[src/rtl/core/vnks_pkg.sv]
// ----------------------------------------------------------------------------
// vnks_pkg
// Types, keyword table and verdict codes shared by the keyword screen.
// ----------------------------------------------------------------------------
package vnks_pkg;

  localparam int KW_COUNT = 16;
  localparam int KW_ROW   = 24;
  localparam int KW_IDX_W = $clog2(KW_COUNT);

  localparam logic [15:0] IF_TYPE_LOOPBACK = 16'd24;
  localparam logic [15:0] IF_TYPE_TUNNEL   = 16'd131;

  typedef logic [KW_ROW*8-1:0] kw_text_t;
  typedef logic [4:0]          kw_len_t;

  // text is right-justified: the final character sits in the low byte,
  // so byte j of an entry lines up with window slot j (slot 0 newest)
  localparam kw_text_t KW_TEXT [KW_COUNT] = '{
    kw_text_t'("virtual"),
    kw_text_t'({"vm", "ware"}),
    kw_text_t'({"hyper", "-v"}),
    kw_text_t'("vethernet"),
    kw_text_t'("tap"),
    kw_text_t'("loopback"),
    kw_text_t'("wan miniport"),
    kw_text_t'({"blue", "tooth"}),
    kw_text_t'("vpn"),
    kw_text_t'({"ter", "edo"}),
    kw_text_t'({"v", "box"}),
    kw_text_t'("wi-fi direct"),
    kw_text_t'({"micro", "soft kernel debug"}),
    kw_text_t'("kdnic"),
    kw_text_t'("km-test"),
    kw_text_t'({"virtual", "box"})
  };

  localparam kw_len_t KW_LEN [KW_COUNT] = '{
    5'd7, 5'd6, 5'd7, 5'd9, 5'd3, 5'd8, 5'd12, 5'd9,
    5'd3, 5'd6, 5'd4, 5'd12, 5'd22, 5'd5, 5'd7, 5'd10
  };

  typedef enum logic [1:0] {
    VC_PHYSICAL = 2'd0,
    VC_EXCLUDED = 2'd1,
    VC_EMPTY    = 2'd2,
    VC_KEYWORD  = 2'd3
  } verdict_code_t;

  typedef struct packed {
    logic [7:0]  char_byte;
    logic        byte_valid;
    logic        last_byte;
    logic [15:0] if_type;
  } item_t;

  typedef struct packed {
    logic                likely_physical;
    logic [1:0]          verdict_code;
    logic [KW_IDX_W-1:0] matched_keyword;
  } verdict_t;

  function automatic logic [7:0] kw_byte(input int k, input int pos);
    kw_text_t row;
    row = KW_TEXT[k];
    return row[pos*8 +: 8];
  endfunction

endpackage

[src/rtl/core/vnks_cell.sv]
// ----------------------------------------------------------------------------
// vnks_cell
// One window slot: holds a byte, hands it on, and compares its incoming
// byte against every keyword character that falls on this slot.
// ----------------------------------------------------------------------------
module vnks_cell #(
  parameter int POS = 0
) (
  input  logic                        clk,
  input  logic                        rst,
  input  logic                        shift,
  input  logic                        clear,
  input  logic [7:0]                  byte_in,
  output logic [7:0]                  byte_out,
  output logic [vnks_pkg::KW_COUNT-1:0] hit
);
  import vnks_pkg::*;

  logic [7:0] held;

  always_ff @(posedge clk) begin
    if (rst || clear) begin
      held <= '0;
    end else if (shift) begin
      held <= byte_in;
    end
  end

  assign byte_out = held;

  // slots past a keyword's length never block it
  always_comb begin
    for (int k = 0; k < KW_COUNT; k++) begin
      if (POS >= int'(KW_LEN[k]) || POS >= KW_ROW) begin
        hit[k] = 1'b1;
      end else begin
        hit[k] = (byte_in == kw_byte(k, POS));
      end
    end
  end

endmodule

[src/rtl/core/vnks_verdict.sv]
// ----------------------------------------------------------------------------
// vnks_verdict
// Forms the verdict from the interface type, the byte flag and the
// keyword mask, with excluded type first and empty description second.
// ----------------------------------------------------------------------------
module vnks_verdict (
  input  logic [15:0]                   if_type,
  input  logic                          any_seen,
  input  logic [vnks_pkg::KW_COUNT-1:0] mask,
  output vnks_pkg::verdict_t            verdict
);
  import vnks_pkg::*;

  logic [KW_IDX_W-1:0] first_idx;

  // lowest set bit wins
  always_comb begin
    first_idx = '0;
    for (int k = KW_COUNT - 1; k >= 0; k--) begin
      if (mask[k]) begin
        first_idx = KW_IDX_W'(k);
      end
    end
  end

  always_comb begin
    verdict = '0;
    if (if_type == IF_TYPE_LOOPBACK || if_type == IF_TYPE_TUNNEL) begin
      verdict.verdict_code = VC_EXCLUDED;
    end else if (!any_seen) begin
      verdict.verdict_code = VC_EMPTY;
    end else if (mask != '0) begin
      verdict.verdict_code    = VC_KEYWORD;
      verdict.matched_keyword = first_idx;
    end else begin
      verdict.verdict_code    = VC_PHYSICAL;
      verdict.likely_physical = 1'b1;
    end
  end

endmodule

[src/rtl/core/virtual_nic_keyword_screen_core.sv]
// ----------------------------------------------------------------------------
// virtual_nic_keyword_screen_core
// Screens an interface description, one byte per transaction, for
// keywords that mark a virtual adapter, and issues one verdict per
// description.
// ----------------------------------------------------------------------------
// The block takes one byte of description per cycle while item_stall is
// low: the window is a row of WINDOW_BYTES cells that shift on each valid
// byte, and every cell compares its new byte against all sixteen keywords
// in the same cycle, so the sticky keyword mask updates at the rate the
// bytes arrive. The verdict is written into an output register as the
// transaction marked last is taken; the input stalls only while that
// register holds a verdict that downstream is stalling. The window, the
// mask and the byte flag clear as the last transaction is taken, so the
// next description may follow in the very next cycle.
module virtual_nic_keyword_screen_core #(
  parameter int WINDOW_BYTES = 22
) (
  input  logic               clk,
  input  logic               rst,
  input  logic               item_valid,
  output logic               item_stall,
  input  vnks_pkg::item_t    item,
  output logic               verdict_valid,
  input  logic               verdict_stall,
  output vnks_pkg::verdict_t verdict
);
  import vnks_pkg::*;

  logic                    item_fire;
  logic                    shift;
  logic                    clear;
  logic [7:0]              slot_in  [WINDOW_BYTES];
  logic [7:0]              slot_out [WINDOW_BYTES];
  logic [KW_COUNT-1:0]     slot_hit [WINDOW_BYTES];
  logic [KW_COUNT-1:0]     kw_hit;
  logic [KW_COUNT-1:0]     mask;
  logic [KW_COUNT-1:0]     mask_next;
  logic                    any_seen;
  logic                    any_seen_next;
  verdict_t                verdict_new;

  assign item_stall = verdict_valid && verdict_stall;
  assign item_fire  = item_valid && !item_stall;
  assign shift      = item_fire && item.byte_valid;
  assign clear      = item_fire && item.last_byte;

  for (genvar i = 0; i < WINDOW_BYTES; i++) begin : g_cell
    if (i == 0) begin : g_head
      assign slot_in[i] = item.char_byte;
    end else begin : g_link
      assign slot_in[i] = slot_out[i-1];
    end

    vnks_cell #(
      .POS (i)
    ) u_cell (
      .clk      (clk),
      .rst      (rst),
      .shift    (shift),
      .clear    (clear),
      .byte_in  (slot_in[i]),
      .byte_out (slot_out[i]),
      .hit      (slot_hit[i])
    );
  end

  // a keyword sits at the tail only if every slot agrees
  always_comb begin
    kw_hit = '1;
    for (int i = 0; i < WINDOW_BYTES; i++) begin
      kw_hit = kw_hit & slot_hit[i];
    end
  end

  assign mask_next     = shift ? (mask | kw_hit) : mask;
  assign any_seen_next = any_seen || shift;

  always_ff @(posedge clk) begin
    if (rst || clear) begin
      mask     <= '0;
      any_seen <= 1'b0;
    end else begin
      mask     <= mask_next;
      any_seen <= any_seen_next;
    end
  end

  vnks_verdict u_verdict (
    .if_type  (item.if_type),
    .any_seen (any_seen_next),
    .mask     (mask_next),
    .verdict  (verdict_new)
  );

  always_ff @(posedge clk) begin
    if (rst) begin
      verdict_valid <= 1'b0;
    end else if (clear) begin
      verdict_valid <= 1'b1;
    end else if (!verdict_stall) begin
      verdict_valid <= 1'b0;
    end
  end

  always_ff @(posedge clk) begin
    if (clear) begin
      verdict <= verdict_new;
    end
  end

endmodule
[config.mk]
export PLATFORM = sky130hd
export DESIGN_NAME = virtual_nic_keyword_screen_core
export DESIGN_NICKNAME = d
export VERILOG_FILES = /design/src/rtl/core/vnks_pkg.sv /design/src/rtl/core/vnks_cell.sv /design/src/rtl/core/vnks_verdict.sv /design/src/rtl/core/virtual_nic_keyword_screen_core.sv
export SDC_FILE = /design/constraint.sdc
export NUM_CORES = 1
export LEC_CHECK = 0
export BUFFER_PORTS_ARGS = -buffer_cell sky130_fd_sc_hd__buf_2
export CELL_PAD_IN_SITES_DETAIL_PLACEMENT = 1
export CELL_PAD_IN_SITES_GLOBAL_PLACEMENT = 2
export CORE_ASPECT_RATIO = 1.2
export CORE_MARGIN = 3
export CORE_UTILIZATION = 36
export CTS_BUF_LIST = sky130_fd_sc_hd__clkbuf_8 sky130_fd_sc_hd__clkbuf_16
export DETAILED_ROUTE_END_ITERATION = 10
export PLACE_DENSITY_LB_ADDON = 0.25
export SLEW_MARGIN = 20
export SYNTH_ARGS = -nofsm -noshare
export SYNTH_HDL_FRONTEND = slang
export SYNTH_SLANG_ARGS = --single-unit
export TNS_END_PERCENT = 10
[constraint.sdc]
create_clock -name clk -period 2.8 [get_ports clk]
set_input_delay 0.56 -clock clk [delete_from_list [all_inputs] [get_ports clk]]
set_output_delay 0.56 -clock clk [all_outputs]
set_load 0.05 [all_outputs]
# == After elaboration in Yosys (flattened, before gate mapping) ==
# Index checks and enable logic that the tools add are counted.
# classes
n_addsub,0
mul,0
div,0
magnitude_cmp,0
n_eq_ne,107
shift,0
n_mux,21
n_bitwise,24
reduce_logical,14
# ops
operator,count
8-bit by 7-bit equality test with 1-bit output (second input constant),97
16-bit bitwise AND,21
8-bit by 6-bit equality test with 1-bit output (second input constant),7
4-bit two-way mux,8
16-bit by 5-bit equality test with 1-bit output (second input constant),1
16-bit by 8-bit equality test with 1-bit output (second input constant),1
16-bit two-way mux,1
16-bit bitwise OR,1
16-bit nonzero test,1
3-bit two-way mux,4
11-bit OR reduction,1
2-bit two-way mux,4
7-bit OR reduction,1
5-bit OR reduction,1
1-bit logical AND,4
1-bit two-way mux,4
4-bit OR reduction,1
1-bit logical OR,3
2-bit by 1-bit inequality test with 1-bit output (second input constant),1
1-bit NOT,2
2-bit OR reduction,1
1-bit logical NOT,1
# totals
regBits,193
latchBits,0
mem_bits_rw,0
mem_bits_ro,0
inputBits,30
word_cells,196
memories,0

# == Longest topological paths before layout ==
# Gate-level depths: netlist of the first run.
# logic_depth
word_depth,39
depth_mapped,9

# == By module ==
# From an unflattened synthesis of the first run, not the netlist that was laid out.
# unflattened
cells_unflattened,1329
area_unflattened_um2,12009.0
# modules_own_cells
module,instances,cells_per_inst,area_per_inst_um2,seq_area_each_um2
vnks_cell (g_cell[14].u_cell ...),5,46,432.9,160.2
virtual_nic_keyword_screen_core,1,197,1639.1,570.5
vnks_cell (g_cell[3].u_cell ...),2,53,462.9,160.2
vnks_cell (g_cell[13].u_cell ...),2,46,437.9,160.2
vnks_cell (g_cell[16].u_cell ...),2,46,435.4,160.2
vnks_cell (g_cell[1].u_cell),1,60,518.0,160.2
vnks_cell (g_cell[8].u_cell),1,51,513.0,160.2
vnks_cell (g_cell[2].u_cell),1,51,491.7,160.2
vnks_cell (g_cell[5].u_cell),1,55,475.5,160.2
vnks_cell (g_cell[7].u_cell),1,50,473.0,160.2
vnks_cell (g_cell[9].u_cell),1,49,466.7,160.2
vnks_cell (g_cell[6].u_cell),1,53,461.7,160.2
vnks_cell (g_cell[0].u_cell),1,52,456.7,160.2
vnks_cell (g_cell[11].u_cell),1,48,451.7,160.2
3 more rows,--,--,--,--

# == Worst setup path before layout of the first run ==
# Ideal clock, no wire load.
# synth_timing
kind,reg2reg
from,reg verdict_valid
to,reg verdict[4] in the netlist's numbering (data pin)
setup_time_ns,0.263
arrival_time_ns,2.195
slack_ns,0.342
path_stages_with_launch,9
path_cell_list,dfxtp_1 -> a21boi_2 -> nand3_1 -> nor3_1 -> a41oi_1 -> nand4_1 -> nor4_2 -> and3_4 -> o21ai_0
# synth_via
elab_chain_len,8
word_cells_on_any_way,9
cone_classes,mux (3); reduce/logical (6)
# synth_lines
item,line,rtl
start: declaration,virtual_nic_keyword_screen_core.sv:24,"output logic verdict_valid,"
start signal: assignment,virtual_nic_keyword_screen_core.sv:98,verdict_valid <= 1'b0;
start signal: assignment,virtual_nic_keyword_screen_core.sv:100,verdict_valid <= 1'b1;
start signal: assignment,virtual_nic_keyword_screen_core.sv:102,verdict_valid <= 1'b0;
1-bit logical AND *,virtual_nic_keyword_screen_core.sv:43,assign item_stall = verdict_valid && verdict_stall;
1-bit logical NOT *,virtual_nic_keyword_screen_core.sv:44,assign item_fire = item_valid && !item_stall;
1-bit logical AND *,virtual_nic_keyword_screen_core.sv:44,
1-bit logical AND *,virtual_nic_keyword_screen_core.sv:45,assign shift = item_fire && item.byte_valid;
16-bit two-way mux,virtual_nic_keyword_screen_core.sv:76,assign mask_next = shift ? (mask | kw_hit) : mask;
16-bit nonzero test,vnks_verdict.sv:32,end else if (mask != '0) begin
2-bit two-way mux,vnks_verdict.sv:32,
2-bit two-way mux *,vnks_verdict.sv:30,end else if (!any_seen) begin
end signal: assignment,virtual_nic_keyword_screen_core.sv:108,verdict <= verdict_new;
end: declaration,virtual_nic_keyword_screen_core.sv:26,output vnks_pkg::verdict_t verdict
# Every way passes the cells marked *; elsewhere a longest branch is shown, timed or not.
# A chain may end at the register's enable or synchronous reset.

# == Final worst setup path of the first run ==
# layout_timing
from,reg g_cell[5].u_cell.held[4]
to,reg verdict[6] in the netlist's numbering (data pin)
# layout_via
elab_chain_len,21
word_cells_on_any_way,29
cone_classes,eq/ne (9); mux (2); bitwise (17); reduce/logical (1)
# layout_lines
item,line,rtl
start: declaration,vnks_cell.sv:19,logic [7:0] held;
start signal: assignment,vnks_cell.sv:25,held <= byte_in;
8-bit by 7-bit equality test with 1-bit output or 8-bit by 6-bit equality test with 1-bit output (tied branches),vnks_cell.sv:37,"hit[k] = (byte_in == kw_byte(k, POS));"
16-bit bitwise AND * (16 in series),virtual_nic_keyword_screen_core.sv:72,kw_hit = kw_hit & slot_hit[i];
16-bit bitwise OR *,virtual_nic_keyword_screen_core.sv:76,
16-bit two-way mux *,virtual_nic_keyword_screen_core.sv:76,
16-bit nonzero test *,vnks_verdict.sv:32,
1-bit two-way mux *,vnks_verdict.sv:32,
# Marks and branches as above.

==> results of run 1 <==
area by class of cell:
class | count | area (µm²) | area share (%)
inverters | 6 | 22.52 | 0.2233
clock buffers | 18 | 439.2 | 4.355
multi-input cells | 812 | 4144 | 41.09
clock inverters | 14 | 203.9 | 2.022
well taps | 310 | 387.9 | 3.846
flip-flops and latches | 193 | 3934 | 39.01
repair buffers | 123 | 953.4 | 9.454
power by group through the flow:
stage	registers [mW]	clock network, mW	logic (mW)
3_3_place_gp	2.84	0	0.319
6_report	2.78	2.70	0.317
5_1_grt	2.78	2.88	0.345
3_5_place_dp	2.84	0	0.320
4_1_cts	2.78	2.75	0.321
2_1_floorplan	2.86	0	0.157
cell families (layout without fill, tap and decap cells):
family                 Yosys count  after routing  share of synthesized area (%)
DFF                            193            193                          47.34
buffers and inverters           73            161                          3.373
and+or+nand+nor                614            614                          36.52
AOI/OAI and AO/OA              198            198                          12.77
flip-flops by register name (all words and copies together) (netlist names):
name	flops
any_seen	1
g_cell.u_cell.byte_out	168
mask	16
verdict	7
verdict_valid	1
metrics by stage:
| step | TNS [ps] | setup slack, ps | std cells | instance area, µm² | power (mW) |
|---|---|---|---|---|---|
| after CTS | 0 | 42.87 | 1476 | 10050 | 5.853 |
| final | 0 | 68.96 | 1476 | 10080 | 5.793 |
| after global routing | 0 | 7.403 | 1476 | 10080 | 6.003 |
| after global placement | -63.31 | -63.31 | 1444 | 9410 | 3.163 |
| after detailed placement | -82.81 | -64.65 | 1444 | 9410 | 3.163 |
| after floorplan | 0 | 342.3 | 1078 | 8309 | 3.016 |
critical path, cell delays in order (launching register included):
cell      delay, ps
dfxtp_1         500
nor4bb_1        330
nand3_1         210
nor4_1          520
a41oi_1         350
nand2_1         180
nor2_1           60
and3_4          200
and2_1          140
synthesized netlist by cell type (3+ instances only):
library cell,number,share of area [%]
a21oi_1,171,10
a31oi_1,9,0.68
a41oi_1,4,0.42
and2_1,5,0.38
and3b_1,3,0.32
and4b_1,13,1.6
and4bb_2,6,0.90
buf_1,5,0.23
buf_2,4,0.24
clkbuf_1,57,2.6
dfxtp_1,186,45
edfxtp_1,7,2.5
inv_1,6,0.27
nand2_1,367,17
nand2b_1,6,0.45
nand3_1,14,0.84
nand3b_1,4,0.36
nand4_1,39,2.9
nand4b_1,8,0.84
nor2_1,42,1.9
nor2b_1,16,1.2
nor3_1,14,0.84
nor3b_1,6,0.54
nor4_1,28,2.1
nor4b_1,13,1.4
nor4bb_1,14,1.7
o21ai_0,3,0.18
or4_1,4,0.36
repair_timing:
item                       CTS  global route
setup endpoints to repair    0             2
resized for setup            0             5
hold endpoints to repair     0             0
cell usage in the layout (no fill, tap or decap), types with 3 or more instances in the layout:
master / Yosys / layout
nand3_1: 14 / 14
nor4_2: 2 / 5
nand2_1: 367 / 366
edfxtp_1: 7 / 7
o21ai_0: 3 / 3
nor3_1: 14 / 14
or4_1: 4 / 4
buf_2: 4 / 38
nand3b_1: 4 / 4
nand2b_1: 6 / 5
nor4bb_1: 14 / 14
dfxtp_1: 186 / 186
and4b_1: 13 / 13
a21oi_1: 171 / 171
nand4b_1: 8 / 8
inv_1: 6 / 7
nor2b_1: 16 / 16
a31oi_1: 9 / 9
a41oi_1: 4 / 4
clkinv_4: 0 / 5
nor4_1: 28 / 25
nor2_1: 42 / 42
nor4b_1: 13 / 12
and2_1: 5 / 4
and3b_1: 3 / 3
nand4_1: 39 / 39
buf_4: 0 / 75
clkbuf_16: 0 / 17
and4bb_2: 6 / 6
buf_12: 0 / 10
nor3b_1: 6 / 6
bufinv_16: 0 / 4
layer usage:
layer / up-vias / wire length (µm)
met5: - / 0
met4: 0 / 1326
met3: 77 / 909
met2: 176 / 14600
met1: 3949 / 12250
li1: 3881 / -
path summary, 6_finish.rpt:
kind,endpoint,slack (ps),cells after the start
setup / recovery,verdict[6],70,8
setup reg to reg,verdict[6],70,8
hold reg to reg,g_cell[20].u_cell.byte_out[1],460,2
hold / removal,verdict_valid,280,2
==> out/results.tsv, run 1 <==
stage	metric	value	unit
finish	Area Growth Syn to Fin	21.37	%
cts	clock buffer depth	2	
die	core area	22600	µm²
die	Die X	144.7	µm
placed_design	Final HPWL DP	21180	µm
worst_setup_path	Crit path required time	3000	ps
power	Power Internal	4.401	mW
grt	GR peak layer	met2	
die	Chip Height	172.4	µm
worst_setup_path	crit path max fanout	6	
synthesis	number of flops mapped to enable cells by yosys	7	
cts	CTS tree	done	
die	std cell rows	60	
die	# IOs	39	
power	Sequential Power Share	48.0	%
timing	Slew @ Worst Pin	869.3	ps
timing	Max Slew Vio Count	0	
detailed_routing	1st-iter DRT viols	490	
power	Logic pwr share	5.5	%
grt	met2 usage	41.44	%
timing	RSZ-0062 raised after global routing	no	
outcome	outcome	finished, final reports clean	
timing	final setup vio count	0	
power	PwrDens	574.4	nW/µm²
worst_setup_path	Startpoint Class	flop	
detailed_routing	TritonRoute pass-1 iters	4	
cts	clk sinks	193	
finish	# diodes	0	
grt	Total GRT Usage	23.63	%
timing	Max Freq	366.2	MHz
cts	CTS Root Cell	clkbuf_16	
power	Leakage	3.343	nW
worst_hold_path	Hold Path Origin	rst	
timing	Final Hold Violating Endpoints	0	
detailed_routing	WL/cell	19.70	µm
synthesis	Yosys reg bits	193	
finish	Core Util, Final	44.63	%
grt	vias in the first global route	8232	
detailed_routing	Vias/cell	5.476	
grt	overflow left after global routing	0	
timing	WHS	284.2	ps
finish	Nets	1183	
worst_hold_path	worst hold path class	primary input to flop	
grt	global-route wire length before repair	45620	µm
finish	fraction of layout cells with a size suffix above 1	15.18	%
cts	Setup Fix Bufs, Post-CTS	0	
finish	# fillers	2759	
timing	Slew HR	42.04	%
synthesis	cell count after synthesis	1078	
synthesis	yosys warns	0	
grt	met3 Resource Use GR	3.568	%
detailed_routing	routed via count	8083	
synthesis	Synth async-reset ratio	0	%
die	Starting Density	36.77	%
power	clock share of power	46.6	%
grt	met1 Use GR	28.45	%
detailed_routing	DRC	0	
grt	initial antenna violation count	0	
power	worst vdd ir	0.3982	mV
synthesis	Post-Syn Area	8309	µm²
synthesis	Yosys cell types	45	
worst_setup_path	Worst Path Arrival	2930	ps
cts	later-pin clock latency in the skew report	440	ps
worst_setup_path	crit path kind	flop to flop	
timing	Setup Skew	12.68	ps
worst_setup_path	Critical R2R Launch	g_cell[5].u_cell.byte_out[4]	
detailed_routing	Detailed Route WL	29080	µm
job	MaxCap Viol Count	0	
die	die area	24950	µm²
cts	H-tree depth	4	
synthesis	Mapped Nets	1108	
detailed_routing	Final ANT Viol Nets	0	
cts	Worst-path clk slew	80	ps
cts	CTS Buf Count	17	
cts	cts hold-fix bufs	0	
synthesis	top_reg_cell synth	dfxtp_1	
power	NetSw	1.392	mW
synthesis	average size of a mapped cell	7.708	µm²
timing	Min Clock Period, post-route	2731	ps
grt	largest net degree at the start of global routing	169	
worst_setup_path	CP Capture Type	flop	
power	switching share of power	24.03	%
timing	final period utilization	97.54	%
placed_design	routability cong.	0.9599	
worst_setup_path	CP startpoint	g_cell[5].u_cell.byte_out[4]	
placed_design	Port Buf Inserts	38	
synthesis	sequential area share after synthesis	47.34	%
Power figures use the tool's default switching activity.
==> run 2: changes to the inputs <==
--- a/config.mk
+++ b/config.mk
@@ -6,13 +6,14 @@
 export NUM_CORES = 1
 export LEC_CHECK = 0
 export BUFFER_PORTS_ARGS = -buffer_cell sky130_fd_sc_hd__buf_2
-export CELL_PAD_IN_SITES_DETAIL_PLACEMENT = 1
+export CELL_PAD_IN_SITES_DETAIL_PLACEMENT = 0
 export CELL_PAD_IN_SITES_GLOBAL_PLACEMENT = 2
 export CORE_ASPECT_RATIO = 1.2
 export CORE_MARGIN = 3
 export CORE_UTILIZATION = 36
 export CTS_BUF_LIST = sky130_fd_sc_hd__clkbuf_8 sky130_fd_sc_hd__clkbuf_16
 export DETAILED_ROUTE_END_ITERATION = 10
+export GPL_TIMING_DRIVEN = 0
 export PLACE_DENSITY_LB_ADDON = 0.25
 export SLEW_MARGIN = 20
 export SYNTH_ARGS = -nofsm -noshare
==> run 2 against run 1 <==
  * Die area unchanged
  * Routed wire length down 2.9%
  * Sequential power about the same
  * Clock-buffer cell count up 1
  * Critical path depth up 1
  * Design area down 5.7%
  * Core utilization down 2.5 points
  * Non-clock buffer count down 21
==> out/results.tsv, run 2 (synthesized netlist as in run 1, its figures left out) <==
stage	metric	value	unit	change
worst_setup_path	Worst path max stage delay	570	ps	was 520 ps
timing	Slew HR	55.47	%	was 42.04%
worst_setup_path	crit path kind	flop to flop		unchanged
cts	CTS Root Cell	clkbuf_16		unchanged
detailed_routing	TritonRoute pass-1 iters	5		was 4
cts	CTS tree	done		unchanged
grt	vias in the first global route	7697		was 8232
cts	later-pin clock latency in the skew report	440	ps	about the same
timing	final setup vio count	0		unchanged
worst_setup_path	CP delay by family, top	simple AND/OR/NAND/NOR gates		unchanged
detailed_routing	WL/cell	19.42	µm	was 19.70 µm
detailed_routing	Final ANT Viol Nets	0		unchanged
placed_design	Final HPWL DP	21260	µm	was 21180 µm
timing	Setup TNS	0	ps	unchanged
timing	Setup Skew	12.52	ps	was 12.68 ps
detailed_routing	Detailed Route WL	28250	µm	was 29080 µm
grt	global-route wire length before repair	43970	µm	was 45620 µm
timing	Max Slew Vio Count	0		unchanged
worst_setup_path	Slowest-stage cell, CP	or4_1		was nor4_1
timing	Final Hold Violating Endpoints	0		unchanged
finish	# fillers	2396		was 2759
timing	WHS	289.3	ps	was 284.2 ps
finish	fraction of layout cells with a size suffix above 1	8.384	%	was 15.18%
worst_setup_path	CP Capture Type	flop		unchanged
finish	Nets	1162		was 1183
die	std cell rows	60		unchanged
worst_setup_path	Worst Path Arrival	2860	ps	was 2930 ps
timing	Slew @ Worst Pin	658.7	ps	was 869.3 ps
finish	# diodes	0		unchanged
detailed_routing	routed via count	7891		was 8083
die	Die X	144.7	µm	unchanged
detailed_routing	1st-iter DRT viols	528		was 490
worst_setup_path	CP Buf/Inv Count	1		was 0
detailed_routing	Vias/cell	5.423		was 5.476
finish	Area Growth Syn to Fin	14.47	%	was 21.37%
timing	final period utilization	95.62	%	was 97.54%
worst_setup_path	crit path max fanout	9		was 6
worst_setup_path	Startpoint Class	flop		unchanged
grt	Total GRT Usage	23.02	%	was 23.63%
cts	CTS Buf Count	17		unchanged
die	die area	24950	µm²	unchanged
cts	H-tree depth	4		unchanged
detailed_routing	DRC	0		unchanged
grt	overflow left after global routing	0		unchanged
job	MaxCap Viol Count	0		unchanged
worst_hold_path	worst hold path class	primary input to flop		unchanged
grt	largest net degree at the start of global routing	18		was 169
cts	cts hold-fix bufs	0		unchanged
grt	initial antenna violation count	0		unchanged
finish	max reg flops	168		unchanged
finish	commonest non-fill, non-tap cell in the layout	nand2_1		unchanged
power	Leakage	2.931	nW	was 3.343 nW
cts	clk sinks	193		unchanged
timing	Max Freq	373.5	MHz	was 366.2 MHz
power	PwrDens	578.8	nW/µm²	was 574.4 nW/µm²
finish	commonest cells after routing, fill and taps aside	367 x nand2_1, 185 x dfxtp_1, 171 x a21oi_1		was 366 x nand2_1, 186 x dfxtp_1, 171 x a21oi_1
die	Chip Height	172.4	µm	unchanged
die	Starting Density	36.77	%	unchanged
worst_setup_path	Crit path required time	2980	ps	was 3000 ps
power	worst vdd ir	0.4156	mV	was 0.3982 mV
outcome	outcome	finished, final reports clean		unchanged
die	core area	22600	µm²	unchanged
cts	clock buffer depth	2		unchanged
placed_design	routability cong.	0.9716		was 0.9599
cts	Worst-path clk slew	70	ps	was 80 ps
placed_design	Port Buf Inserts	36		was 38
timing	Min Clock Period, post-route	2677	ps	was 2731 ps
worst_setup_path	Critical Path, Cell by Cell	buf_2 -> nand4b_1 -> or4_1 -> nor4_4 -> a31oi_1 -> nand2b_1 -> and3_1 -> o211ai_1 -> a211oi_2		was nor4bb_1 -> nand3_1 -> nor4_1 -> a41oi_1 -> nand2_1 -> nor2_1 -> and3_4 -> and2_1
die	# IOs	39		unchanged
-- run 2: changes by cell type in the layout (fill, tap and decap cells not counted), moves of 2 or more --
cell | previous run | this run
inv_6 | 1 | 3
buf_2 | 38 | 40
buf_1 | 0 | 5
clkinvlp_4 | 0 | 2
clkbuf_2 | 0 | 2
clkbuf_1 | 0 | 55
buf_4 | 75 | 0
bufinv_16 | 4 | 1
buf_12 | 10 | 0
clkinv_4 | 5 | 2
-- run 2: worst paths after layout --
kind | from | cells after the start | endpoint | slack (ps)
max | g_cell[3].u_cell.byte_out[3] | 9 | verdict[0] | 120
min | rst | 2 | verdict_valid | 290
min reg2reg | g_cell[20].u_cell.byte_out[4] | 2 | g_cell[20].u_cell.byte_out[4] | 450
max reg2reg | g_cell[3].u_cell.byte_out[3] | 9 | verdict[0] | 120
-- run 2: per-stage QoR --
stage          utilization, %  instance area (µm²)  power (mW)  instances  setup slack [ps]
6_report                42.09                 9512       5.506       1455             122.6
5_1_grt                 42.09                 9512       5.703       1455            -8.296
4_1_cts                 41.88                 9463       5.568       1456             38.64
3_5_place_dp            39.29                 8877       3.141       1424            -245.3
3_3_place_gp            39.29                 8877       3.143       1424            -318.7
2_1_floorplan               -                 8309       3.016       1078             342.3
-- run 2: final cells by class --
| cell class | count | area, µm² | area share, % |
|---|---|---|---|
| buffer | 66 | 255.2 | 2.684 |
| clock buffer | 19 | 452.9 | 4.762 |
| clock inverter | 13 | 126.4 | 1.329 |
| inverter | 6 | 22.52 | 0.2368 |
| multi-input combinational | 812 | 4151 | 43.65 |
| sequential | 193 | 3935 | 41.37 |
| tap | 310 | 387.9 | 4.078 |
| timing repair buffer | 36 | 180.2 | 1.894 |
-- run 2: timing repair --
item,in CTS,in global routing
setup endpoints to repair,1,7
gates resized for setup,1,11
hold endpoints to repair,0,0
setup buffers,0,0
-- run 2: power breakdown --
group	leakage [nW]	switching (mW)	internal [mW]
logic	1.08	0.237	0.0573
registers	1.56	0.0122	2.77
clock network	0.286	1.14	1.29
-- run 2: layer usage --
layer,wire length [µm],up-vias,global-route usage (%)
li1,-,3865,-
met1,11980,3654,28.09
met2,13650,267,39.67
met3,1415,105,3.817
met4,1199,0,10.30
met5,0,-,0
==> run 3: changes to the inputs <==
--- a/config.mk
+++ b/config.mk
@@ -13,7 +13,6 @@
 export CORE_UTILIZATION = 36
 export CTS_BUF_LIST = sky130_fd_sc_hd__clkbuf_8 sky130_fd_sc_hd__clkbuf_16
 export DETAILED_ROUTE_END_ITERATION = 10
-export GPL_TIMING_DRIVEN = 0
 export PLACE_DENSITY_LB_ADDON = 0.25
 export SLEW_MARGIN = 20
 export SYNTH_ARGS = -nofsm -noshare
==> constraint.sdc (replaced) <==
create_clock -name clk -period 2.8 [get_ports clk]
set_input_delay 0.56 -clock clk [delete_from_list [all_inputs] [get_ports clk]]
set_output_delay 0.56 -clock clk [all_outputs]
set_load 0.02 [all_outputs]
==> run 3 against run 2 <==
  * Core utilization increased by 2.4 points
  * Routed wire length decreased by 3.5%
  * Flip-flop and latch count unchanged
  * Clock skew decreased by 3.2 ps
  * Via count increased by 0.84%
  * Clock-buffer cell count decreased by 2
  * Sequential share of layout area decreased by 2.2 points
  * Sequential power about the same
  * Die area unchanged
  * Non-clock buffer count increased by 21
  * Worst hold slack got worse by 3.8 ps
==> out/results.tsv, run 3 (synthesized netlist as in run 1, its figures left out) <==
stage	metric	value	unit	change
finish	Area Growth Syn to Fin	20.96	%	was 14.47%
finish	fraction of layout cells with a size suffix above 1	15.18	%	was 8.384%
worst_setup_path	Startpoint Class	flop		unchanged
worst_setup_path	Reg2Reg Depth	9		unchanged
detailed_routing	DRC	0		unchanged
detailed_routing	1st-iter DRT viols	644		was 528
worst_hold_path	Hold Crit Depth	2		unchanged
timing	RSZ-0062 raised after global routing	no		
worst_setup_path	Critical Path, Cell by Cell	buf_4 -> nor2b_1 -> nand4b_1 -> nor4_1 -> buf_4 -> a21o_1 -> nor3b_1 -> o2111ai_2 -> a211oi_2		was buf_2 -> nand4b_1 -> or4_1 -> nor4_4 -> a31oi_1 -> nand2b_1 -> and3_1 -> o211ai_1 -> a211oi_2
power	worst vdd ir	0.3479	mV	was 0.4156 mV
grt	overflow left after global routing	0		unchanged
worst_setup_path	most numerous cell on the critical path	buf_4		
grt	largest net degree at the start of global routing	169		was 18
cts	CTS Buf Count	17		unchanged
cts	clk sinks	193		unchanged
timing	Max Slew Vio Count	0		unchanged
worst_setup_path	R2R Setup Slk	60	ps	was 120 ps
placed_design	placed instance count	1444		was 1424
timing	Min Clock Period, post-route	2737	ps	was 2677 ps
die	std cell rows	60		unchanged
die	# IOs	39		unchanged
placed_design	routability cong.	0.9599		was 0.9716
grt	global-route wire length before repair	42800	µm	was 43970 µm
worst_setup_path	CP Capture Type	flop		unchanged
detailed_routing	WL/cell	18.47	µm	was 19.42 µm
detailed_routing	Detailed Route WL	27270	µm	was 28250 µm
cts	clock buffer depth	2		unchanged
cts	Worst-path clk slew	80	ps	was 70 ps
worst_hold_path	worst hold path class	primary input to flop		unchanged
cts	later-pin clock latency in the skew report	440	ps	about the same
worst_setup_path	crit path kind	flop to flop		unchanged
die	die area	24950	µm²	unchanged
cts	cts repair resizes	0		was 1
placed_design	Final HPWL DP	19650	µm	was 21260 µm
outcome	outcome	finished, final reports clean		unchanged
worst_hold_path	Hold Path Origin	rst		unchanged
power	Leakage	3.321	nW	was 2.931 nW
worst_setup_path	Crit path required time	2980	ps	about the same
timing	Final Hold Violating Endpoints	0		unchanged
timing	Slew @ Worst Pin	827.5	ps	was 658.7 ps
cts	CTS tree	done		unchanged
job	MaxCap Viol Count	0		unchanged
power	PwrDens	561.9	nW/µm²	was 578.8 nW/µm²
cts	H-tree depth	4		unchanged
finish	# diodes	0		unchanged
finish	Seq. cell area	3934	µm²	was 3935 µm²
worst_setup_path	Slowest-stage cell, CP	nor4_1		was or4_1
cts	CTS Root Cell	clkbuf_16		unchanged
finish	commonest cells after routing, fill and taps aside	366 x nand2_1, 186 x dfxtp_1, 171 x a21oi_1		was 367 x nand2_1, 185 x dfxtp_1, 171 x a21oi_1
finish	commonest non-fill, non-tap cell in the layout	nand2_1		unchanged
finish	Nets	1183		was 1162
detailed_routing	TritonRoute pass-1 iters	5		unchanged
timing	Max Freq	365.3	MHz	was 373.5 MHz
timing	final period utilization	97.77	%	was 95.62%
worst_setup_path	Worst Path Arrival	2920	ps	was 2860 ps
cts	cts hold-fix bufs	0		unchanged
finish	Finished Layout Cells	1476		was 1455
detailed_routing	Final ANT Viol Nets	0		unchanged
timing	Slew HR	44.83	%	was 55.47%
worst_setup_path	crit path max fanout	5		was 9
finish	# fillers	2335		was 2396
detailed_routing	Vias/cell	5.391		was 5.423
worst_setup_path	Worst path max stage delay	530	ps	was 570 ps
grt	vias in the first global route	7605		was 7697
die	Die X	144.7	µm	unchanged
die	Starting Density	36.77	%	unchanged
grt	Total GRT Usage	22.28	%	was 23.02%
die	core area	22600	µm²	unchanged
timing	final setup vio count	0		unchanged
finish	footprint of the multi-input gates	4138	µm²	was 4151 µm²
worst_setup_path	Critical R2R Launch	g_cell[1].u_cell.byte_out[1]		was g_cell[3].u_cell.byte_out[3]
timing	Setup Skew	9.356	ps	was 12.52 ps
worst_setup_path	CP startpoint	g_cell[1].u_cell.byte_out[1]		was g_cell[3].u_cell.byte_out[3]
grt	initial antenna violation count	0		unchanged
finish	max reg flops	168		unchanged
detailed_routing	routed via count	7957		was 7891
die	Chip Height	172.4	µm	unchanged
power	overall power	5.647	mW	was 5.506 mW
cts	Setup Fix Bufs, Post-CTS	0		unchanged
placed_design	Port Buf Inserts	38		was 36
## run 3: per-layer routing
layer / part of all wire (%) / wire length [µm] / GRT usage (%) / up-vias
met3: 4.2 / 1154 / 3.596 / 72
met5: 0 / 0 / 0 / -
met4: 4.2 / 1135 / 9.047 / 0
met2: 49 / 13490 / 38.62 / 226
met1: 42 / 11490 / 27.45 / 3772
li1: - / - / - / 3887
## run 3: final timing paths
check,endpoint
worst max-delay path,verdict[1]
worst min-delay path,verdict_valid
worst max register to register,verdict[1]
worst min register to register,g_cell[20].u_cell.byte_out[4]
## run 3: metrics by stage
step	setup WS [ps]	cell area, µm²	hold WS, ps	setup TNS [ps]	utilization, %
finish	62.51	10050	285.4	0	44.48
CTS	7.417	10030	270.0	0	44.37
detailed placement	17.80	9410	445.4	0	41.64
global placement	-63.31	9410	443.9	-63.31	41.64
floorplan	420.4	8309	430.6	0	-
global route	32.49	10050	272.3	0	44.48
## run 3: final cells by class
cell class                 instances  share of cell area (%)
tap                              310                   3.859
clock inverter                    15                   1.892
multi-input combinational        812                   41.17
sequential                       193                   39.14
inverter                           6                  0.2241
clock buffer                      17                   4.233
timing repair buffer             123                   9.486
## run 3: power breakdown
group | total [mW] | internal (mW) | switching, mW
registers | 2.78 | 2.77 | 0.00902
clock network | 2.57 | 1.36 | 1.20
logic | 0.300 | 0.0917 | 0.209
## run 3: worst max-delay path, delay by kind of cell (launching register included)
| family | cells | cell delay, ps |
|---|---|---|
| compound gates | 3 | 540 |
| buf+inv | 2 | 390 |
| flops | 1 | 440 |
| simple gates | 4 | 1110 |
